## config.mk

```make
export PLATFORM = sky130hd
export DESIGN_NAME = pbmr_div
export DESIGN_NICKNAME = d
export VERILOG_FILES = /design/src/sv/pbmr_pkg.sv /design/src/sv/pbmr_div.sv
export SDC_FILE = /design/constraint.sdc
export NUM_CORES = 1
export LEC_CHECK = 0
export ABC_AREA = 1
export BUFFER_PORTS_ARGS = -buffer_cell sky130_fd_sc_hd__buf_2
export CORE_ASPECT_RATIO = 0.8
export CORE_MARGIN = 3
export CORE_UTILIZATION = 57
export DETAILED_ROUTE_END_ITERATION = 6
export HOLD_SLACK_MARGIN = 0.12
export PLACE_DENSITY_LB_ADDON = 0.15
export SLEW_MARGIN = 20
export SYNTH_ARGS = -nofsm -noshare
export SYNTH_HDL_FRONTEND = slang
export SYNTH_SLANG_ARGS = --single-unit
```

## constraint.sdc

```tcl
create_clock -name clk_i -period 2.7 [get_ports clk_i]
set_clock_uncertainty 0.1 [all_clocks]
set_input_delay 0.54 -clock clk_i [delete_from_list [all_inputs] [get_ports clk_i]]
set_output_delay 0.54 -clock clk_i [all_outputs]
set_load 0.01 [all_outputs]
```

## src/sv/pbmr_pkg.sv

```systemverilog
// ----------------------------------------------------------------------------
// pbmr_pkg
// Types and constants shared by the max-binning histogram block.
// ----------------------------------------------------------------------------
package pbmr_pkg;

  localparam int unsigned MaxBinsDefault = 4096;
  localparam int unsigned PosW = 40;
  localparam int unsigned ValW = 32;
  localparam int unsigned IdxW = 12;
  localparam int unsigned NbW  = 13;
  localparam int unsigned CfgIdxW = 2;

  typedef enum logic [1:0] {
    FUNC_ADD   = 2'd0,
    FUNC_READ  = 2'd1,
    FUNC_CLEAR = 2'd2,
    FUNC_NONE  = 2'd3
  } func_e;

  typedef enum logic [CfgIdxW-1:0] {
    CFG_X_START   = 2'd0,
    CFG_BIN_WIDTH = 2'd1,
    CFG_NUM_BINS  = 2'd2,
    CFG_UNUSED    = 2'd3
  } cfg_idx_e;

  typedef enum logic [2:0] {
    ST_IDLE,
    ST_DIV,
    ST_RD,
    ST_WR,
    ST_OUT,
    ST_CLR
  } state_e;

  typedef struct packed {
    logic [1:0]      func;
    logic [PosW-1:0] x_pos;
    logic [ValW-1:0] intensity;
    logic [IdxW-1:0] bin_index;
  } in_item_t;

  typedef struct packed {
    logic [ValW-1:0] bin_value;
    logic            bin_filled;
    logic            bad_index;
  } out_item_t;

  // Divider handshake between the top level and the divider.
  typedef struct packed {
    logic start;
    logic done;
  } div_ctl_t;

endpackage

```

## src/sv/pbmr_div.sv

```systemverilog
// ----------------------------------------------------------------------------
// pbmr_div
// Restoring divider, one quotient bit per cycle, saturating quotient.
// ----------------------------------------------------------------------------
module pbmr_div
  import pbmr_pkg::*;
#(
  parameter int unsigned QW = 17
) (
  input  logic          clk_i,
  input  logic          rst_ni,
  input  logic          start_i,
  input  logic [41:0]   num_i,
  input  logic [41:0]   den_i,
  output div_ctl_t      ctl_o,
  output logic [QW-1:0] quo_o
);

  localparam int unsigned NW = 42;
  localparam int unsigned CW = $clog2(NW + 1);

  logic [NW-1:0] rem_q, rem_d;
  logic [NW-1:0] num_q, num_d;
  logic [NW-1:0] den_q, den_d;
  logic [QW-1:0] quo_q, quo_d;
  logic [CW-1:0] cnt_q, cnt_d;
  logic          busy_q, busy_d, done_q, done_d;
  logic [NW:0]   trial;
  logic [NW:0]   shifted;

  always_comb begin
    rem_d = rem_q; num_d = num_q; den_d = den_q; quo_d = quo_q;
    cnt_d = cnt_q; busy_d = busy_q; done_d = 1'b0;
    shifted = {rem_q, num_q[NW-1]};
    trial = shifted - {1'b0, den_q};
    if (start_i) begin
      rem_d = '0; num_d = num_i; den_d = den_i; quo_d = '0;
      cnt_d = CW'(NW); busy_d = 1'b1;
    end else if (busy_q) begin
      num_d = {num_q[NW-2:0], 1'b0};
      if (!trial[NW]) begin
        rem_d = trial[NW-1:0];
        // Quotient saturates; any value past QW bits is out of range anyway.
        quo_d = (quo_q[QW-1]) ? '1 : {quo_q[QW-2:0], 1'b1};
      end else begin
        rem_d = shifted[NW-1:0];
        quo_d = (quo_q[QW-1]) ? '1 : {quo_q[QW-2:0], 1'b0};
      end
      cnt_d = cnt_q - 1'b1;
      if (cnt_q == CW'(1)) begin
        busy_d = 1'b0; done_d = 1'b1;
      end
    end
  end

  always_ff @(posedge clk_i or negedge rst_ni) begin
    if (!rst_ni) begin
      busy_q <= 1'b0; done_q <= 1'b0; cnt_q <= '0;
    end else begin
      busy_q <= busy_d; done_q <= done_d; cnt_q <= cnt_d;
    end
  end

  always_ff @(posedge clk_i) begin
    rem_q <= rem_d; num_q <= num_d; den_q <= den_d; quo_q <= quo_d;
  end

  assign ctl_o.start = start_i;
  assign ctl_o.done  = done_q;
  assign quo_o = quo_q;

endmodule

```

Yosys cells after proc, flatten, opt, wreduce, memory -nomap -nowiden
Cells that the tools add are included.
W data, S select, Z words.
- logic and storage cells: 25
- bits in registers: 151
- input port bits: 87
- output and inout port bits: 19
- add/sub/neg operators: 2
- reduce and logical (&&, ||, !) cells: 1
- equal/unequal tests: 1
- multiplexer cells: 14
- operators by type and width (operator ; number):
    $mux W42 ; 3
    $mux W17 ; 3
    $sub A43 B42 Y43 ; 1
    $mux W6 ; 2
    $eq A6 B1 Y1 const B ; 1
    $mux W1 ; 6
    $sub A6 B1 Y6 const B ; 1
    $reduce_bool A2 Y1 ; 1

Logic depth before layout (Yosys ltp)
Gate-level depths: netlist (run 1).
- depth in word-level cells: 4
- depth in mapped cells: 18
- mapped depth without buffers: 18

Worst setup path before layout (run 1)
Ideal clock, no wire load.
- path type: input port to flip-flop
- from: in start_i
- to: reg num_q[0], enable pin
- arrival: 1.774 ns
- cell stages on the path: 3
- slack: 0.429 ns
- setup time: 0.397 ns
- data required time: 2.203 ns
- path buffers: 1
- cells stage by stage: clkbuf_1 -> nor2_1 -> inv_1
- longest elaborated chain between the ends: 1
- RTL lines (element ; line ; source):
    start: declaration ; pbmr_div.sv:12 ; input logic start_i,
    $reduce_bool A2 Y1 (no line) ; -- ;
    end signal: assignment ; pbmr_div.sv:65 ; rem_q <= rem_d; num_q <= num_d; den_q <= den_d; quo_q <= quo_d;
    end: declaration ; pbmr_div.sv:23 ; logic [NW-1:0] num_q, num_d;
No other way between the ends.
A chain may end at the register's enable or synchronous reset.

Final worst setup path (run 1)
- from: reg den_q[8]
- to: reg rem_q[14]
- longest elaborated chain between the ends: 2
- RTL lines (element ; line ; source):
    start: declaration ; pbmr_div.sv:24 ; logic [NW-1:0] den_q, den_d;
    start signal: assignment ; pbmr_div.sv:65 ;
    $sub A43 B42 Y43 ; pbmr_div.sv:35 ; trial = shifted - {1'b0, den_q};
    $mux W42 ; pbmr_div.sv:41 ; if (!trial[NW]) begin
    end signal: assignment ; pbmr_div.sv:65 ;
    end: declaration ; pbmr_div.sv:22 ; logic [NW-1:0] rem_q, rem_d;
No other way between the ends.

==> impl_metrics.json, run 1 <==
{
  "status": "finished, final reports clean",
  "dpl.hpwl_um": 17600,
  "setup_ws_ns": 0.175,
  "ys_types": 40,
  "tightest_slew_ns": 0.550,
  "via_per_inst": 5.01,
  "grt_pass1_wl_um": 38900,
  "rows": 41,
  "netlist_instances": 1378,
  "drt-initial-drc-count": 651,
  "ff2ff_path_depth": 14,
  "fmax_mhz": 396,
  "cts_root_buf": "clkbuf_16",
  "crit_path_end": "rem_q[14]",
  "dieWidth_um": 150,
  "met1_usage": 0.387,
  "dp_slack_ns": 0.191,
  "antenna_found_initial": 0,
  "vias": 8593,
  "worstReg2RegStart": "den_q[8]",
  "dr.pass1.iters": 5,
  "hold_viol": 0,
  "clock_latency_ns": 0.44,
  "place.gp.congestion": 1.02,
  "tns_ns": 0,
  "dieArea_um2": 18300,
  "synth_nets": 1510,
  "drv_slew": 0,
  "ys_seq_area_frac": 0.410,
  "cp.arrival_ns": 2.76,
  "rsz0062_at_grt": "no",
  "diodes": 0,
  "layout_common_cells": "nand2_1 (585), inv_1 (257), buf_2 (104)",
  "met3_usage": 0.0625,
  "place_inst": 1682,
  "timing.final.crit_share": 0.935,
  "power_leakage_nw": 5.93,
  "worst-path-max-fanout": 19,
  "peakVddDrop_v": 0.000363,
  "wire_per_inst_um": 13.6,
  "setup_viol": 0,
  "clkTransAtPathRegs_ns": 0.08,
  "rrSetupSlack_ns": 0.18,
  "ctsLongestPathBuffers": 2,
  "coreArea_um2": 16100,
  "timing.rr.end": "rem_q[14]",
  "syn_area_um2": 9510,
  "ant_nets": 0,
  "grt_pass1_vias": 8056,
  "die_height_um": 122,
  "port_buffers": 105,
  "ios": 106,
  "startpoint_type": "flop",
  "cp-startpoint": "den_q[8]",
  "post-route-min-period_ns": 2.52,
  "end_kind": "flop",
  "post-cts-setup-buffers": 0,
  "whs_ns": 0.174,
  "hold_buffers": 1,
  "fin_nets": 1619,
  "grt.met2_usage": 0.395,
  "drc": 0,
  "slew_headroom": 0.633,
  "area_delta_synth_final_pct": 14.3,
  "post_cts_resize_count": 0,
  "worstHoldPathType": "in2reg",
  "cap_violations": 0,
  "track_usage": 0.267,
  "cts.sinks": 151,
  "ys_ff_latch": 151,
  "syn_avg_cell_area_um2": 6.90,
  "cts_tree": "yes",
  "grt_start_max_net_pins": 44,
  "instances_no_fill": 1715,
  "start_util": 0.592,
  "cp.required_ns": 2.93,
  "hold_depth": 1,
  "drive_gt1_frac": 0.117,
  "finalWirelength_um": 23400,
  "fillCellCount": 1434,
  "ys_warn_count": 0,
  "top_usage_layer": "met2",
  "total_power_mw": 5.54,
  "p_per_area_nw_per_um2": 509,
  "cts_max_level": 4,
  "final_common_cell": "nand2_1",
  "crit_type": "reg2reg",
  "numCtsBuffers": 17,
  "grt.overflow.total": 0
}
worst max-delay path, cell delays in order (launching register included):
cell and delay [ns]:
edfxtp_1 0.34, inv_1 0.05, ha_1 0.36, nand2_1 0.12, nor2_1 0.26, nand3_1 0.18
nand3_2 0.17, nand3_2 0.13, nand3_2 0.14, nand2_2 0.07, nand2_4 0.09, buf_12 0.16
nand2_1 0.06, nand3_1 0.11, nand2_1 0.07
cell usage after synthesis (all sizes together):
| cell | n | share of area |
|---|---|---|
| xnor2 | 21 | 0.019 |
| a22oi | 1 | 0.00079 |
| clkinv | 1 | 0.00039 |
| o211ai | 1 | 0.00079 |
| dfrtp | 8 | 0.021 |
| ha | 44 | 0.058 |
| a21oi | 36 | 0.021 |
| nor3 | 5 | 0.0026 |
| o21bai | 5 | 0.0039 |
| nand2 | 592 | 0.24 |
| nand3b | 2 | 0.0016 |
| fa | 1 | 0.0021 |
| o21a | 3 | 0.0024 |
| dfxtp | 59 | 0.12 |
| o21ai | 17 | 0.0089 |
| buf | 10 | 0.010 |
| a221oi | 13 | 0.012 |
| inv | 259 | 0.10 |
| a211oi | 1 | 0.00079 |
| a21o | 2 | 0.0016 |
| clkbuf | 22 | 0.0087 |
| and2 | 2 | 0.0013 |
| nand4 | 5 | 0.0049 |
| nand3 | 83 | 0.045 |
| nor4 | 1 | 0.00066 |
| edfxtp | 84 | 0.27 |
| nor2 | 96 | 0.040 |
| xor2 | 4 | 0.0037 |
power breakdown:
group          switching, mW  total (mW)  internal [mW]
sequential            0.0512        2.63           2.58
combinational          0.379       0.607          0.228
clock                   1.08        2.30           1.22
total                   1.51        5.54           4.03
metal layers:
| metal | routed length [um] | vias to the layer above |
|---|---|---|
| met1 | 11400 | 3835 |
| met5 | 0 | - |
| met2 | 9820 | 277 |
| li1 | - | 4443 |
| met4 | 555 | 0 |
| met3 | 1660 | 38 |
area by class of cell:
cell class	count	area, um^2	share of cell area
Clock buffer	18	429	0.0395
Clock inverter	14	131	0.0121
Inverter	260	976	0.0897
Multi-Input combinational cell	935	4460	0.410
Sequential cell	151	3900	0.359
Tap cell	215	269	0.0247
Timing Repair Buffer	122	708	0.0651
stage by stage:
step	cell area, um^2	util
2_1_floorplan	9510	-
6_report	10900	0.677
5_1_grt	10900	0.677
3_5_place_dp	10300	0.642
4_1_cts	10900	0.677
3_3_place_gp	10300	0.642
worst min-delay path by stage:
stage,from,to
detailed placement,rst_ni,done_q
finish,den_i[26],den_q[26]
floorplan,rst_ni,busy_q
CTS,den_i[26],den_q[26]
global route,den_i[26],den_q[26]
global placement,rst_ni,done_q
flip-flops by register name (all words and copies together), names as in the netlist:
signal  cells
cnt_q       6
busy_q      1
quo_o      17
done_q      1
den_q      42
rem_q      42
num_q      42
logic make-up after synthesis:
kind of cell,after synthesis,share of synthesized area
adders and majority gates,45,0.0600
and+or+nand+nor,786,0.333
DFF,151,0.410
buffers and inverters,292,0.122
xor gates and xnor gates,25,0.0230
AOI/OAI and AO/OA,79,0.0517
Power figures use the tool's default switching activity.
==> run 2, diff against run 1 <==
- RECOVER_POWER: default -> 25
==> run 2 against run 1 <==
Net effect:
- final cell count did not move
- flip-flop and latch count unchanged
- total power is essentially flat
- largest cell class unchanged
- wire length down 0.17%
- highest routed layer unchanged
- non-clock buffer count stayed put
- cell area barely moved
- utilization barely moved
- critical endpoint unchanged
- sequential power about the same
==> impl_metrics.json, run 2 (synthesis results as in run 1) <==
{
  "status": "finished, final reports clean",
  "post-route-min-period_ns": 2.53,
  "drt-initial-drc-count": 650,
  "wire_per_inst_um": 13.6,
  "power_leakage_nw": 5.93,
  "seq_area_um2": 3900,
  "grt_start_max_net_pins": 44,
  "final_common_cell": "nand2_1",
  "p_per_area_nw_per_um2": 509,
  "port_buffers": 105,
  "fin_nets": 1619,
  "via_per_inst": 4.99,
  "numCtsBuffers": 17,
  "worstHoldPathType": "in2reg",
  "ios": 106,
  "setup_viol": 0,
  "clock_latency_ns": 0.43,
  "end_kind": "flop",
  "crit_type": "reg2reg",
  "grt_pass1_wl_um": 38900,
  "grt.overflow.total": 0,
  "drc": 0,
  "tightest_slew_ns": 0.551,
  "start_util": 0.592,
  "startpoint_type": "flop",
  "track_usage": 0.267,
  "rsz0062_at_grt": "no",
  "timing.final.crit_share": 0.938,
  "antenna_found_initial": 0,
  "total_power_mw": 5.54,
  "dieArea_um2": 18300,
  "slowest_delay_ns": 0.36,
  "die_height_um": 122,
  "peakVddDrop_v": 0.000360,
  "fin_util": 0.677,
  "fillCellCount": 1435,
  "dpl.hpwl_um": 17600,
  "cap_violations": 0,
  "ant_nets": 0,
  "drive_gt1_frac": 0.116,
  "diodes": 0,
  "cts_tree": "yes",
  "layout_common_cells": "nand2_1 (585), inv_1 (257), buf_2 (103)",
  "cp.arrival_ns": 2.76,
  "drv_slew": 0,
  "cts_root_buf": "clkbuf_16",
  "rows": 41,
  "place.gp.congestion": 1.02,
  "hold_viol": 0,
  "vias": 8553,
  "area_delta_synth_final_pct": 14.3,
  "cp.required_ns": 2.93,
  "cts.sinks": 151,
  "clkTransAtPathRegs_ns": 0.08,
  "whs_ns": 0.175,
  "dieWidth_um": 150,
  "dr.pass1.iters": 6,
  "tns_ns": 0,
  "place_inst": 1682,
  "slew_headroom": 0.633,
  "worst-path-max-fanout": 19,
  "ctsLongestPathBuffers": 2,
  "fmax_mhz": 395,
  "coreArea_um2": 16100,
  "instances_no_fill": 1715,
  "cp_slowest_cell": "ha_1",
  "top_regs": "den_q (42), num_q (42), rem_q (42)",
  "worstPathCellList": "inv_1, ha_1, nand2_1, nor2_1, nand3_1, nand3_2, nand3_2, nand3_2, nand2_2, nand2_4, buf_12, nand2_1, nand3_1, nand2_1",
  "finalWirelength_um": 23400,
  "cts_max_level": 4,
  "multi_input_area_um2": 4460,
  "post-cts-setup-buffers": 0,
  "grt_pass1_vias": 8056
}
## run 2: timing repair
item,in CTS,in global routing
hold buffers,1,0
resized for setup,0,0
endpoints found under the setup margin,0,0
hold endpoints to repair,8,0
## run 2: cell type report
class	count	area share
tap	215	0.0247
sequential	151	0.359
inverter	260	0.0898
multi-input combinational	935	0.410
clock buffer	18	0.0395
timing repair buffer	122	0.0650
clock inverter	14	0.0121
## run 2: critical path: cells and delay by family, from the launching register on
family                     cells  cell delay (ns)
buffers and inverters          2             0.21
adders and majority gates      1             0.36
and+or+nand+nor               11             1.41
DFF                            1             0.34
## run 2: worst paths after layout
kind | from | end | slack (ns) | depth (start not counted)
max | den_q[8] | rem_q[14] | 0.17 | 14
min reg2reg | rem_q[15] | rem_q[15] | 0.37 | 2
max reg2reg | den_q[8] | rem_q[14] | 0.17 | 14
max in group asynchronous | rst_ni | cnt_q[5] | 1.71 | 2
min in group asynchronous | rst_ni | cnt_q[0] | 0.47 | 2
min | den_i[26] | den_q[26] | 0.18 | 1
## run 2: per-layer routing
layer / up-vias / GRT usage / wire, um
met5: - / 0 / 0
met4: 0 / 0.0949 / 585
met3: 42 / 0.0625 / 1530
met2: 271 / 0.395 / 9790
met1: 3801 / 0.387 / 11400
li1: 4439 / - / -
## run 2: power by group
| part | total [mW] | internal, mW | switching [mW] |
|---|---|---|---|
| sequential | 2.63 | 2.58 | 0.0513 |
| clock | 2.30 | 1.22 | 1.08 |
| combinational | 0.606 | 0.228 | 0.378 |
| total | 5.54 | 4.03 | 1.51 |
## run 2: through the flow
step | area, um^2 | setup WS (ns)
after global placement | 10300 | 0.236
final | 10900 | 0.168
after global routing | 10900 | 0.0111
after floorplan | 9510 | 0.429
after CTS | 10900 | 0.172
after detailed placement | 10300 | 0.191
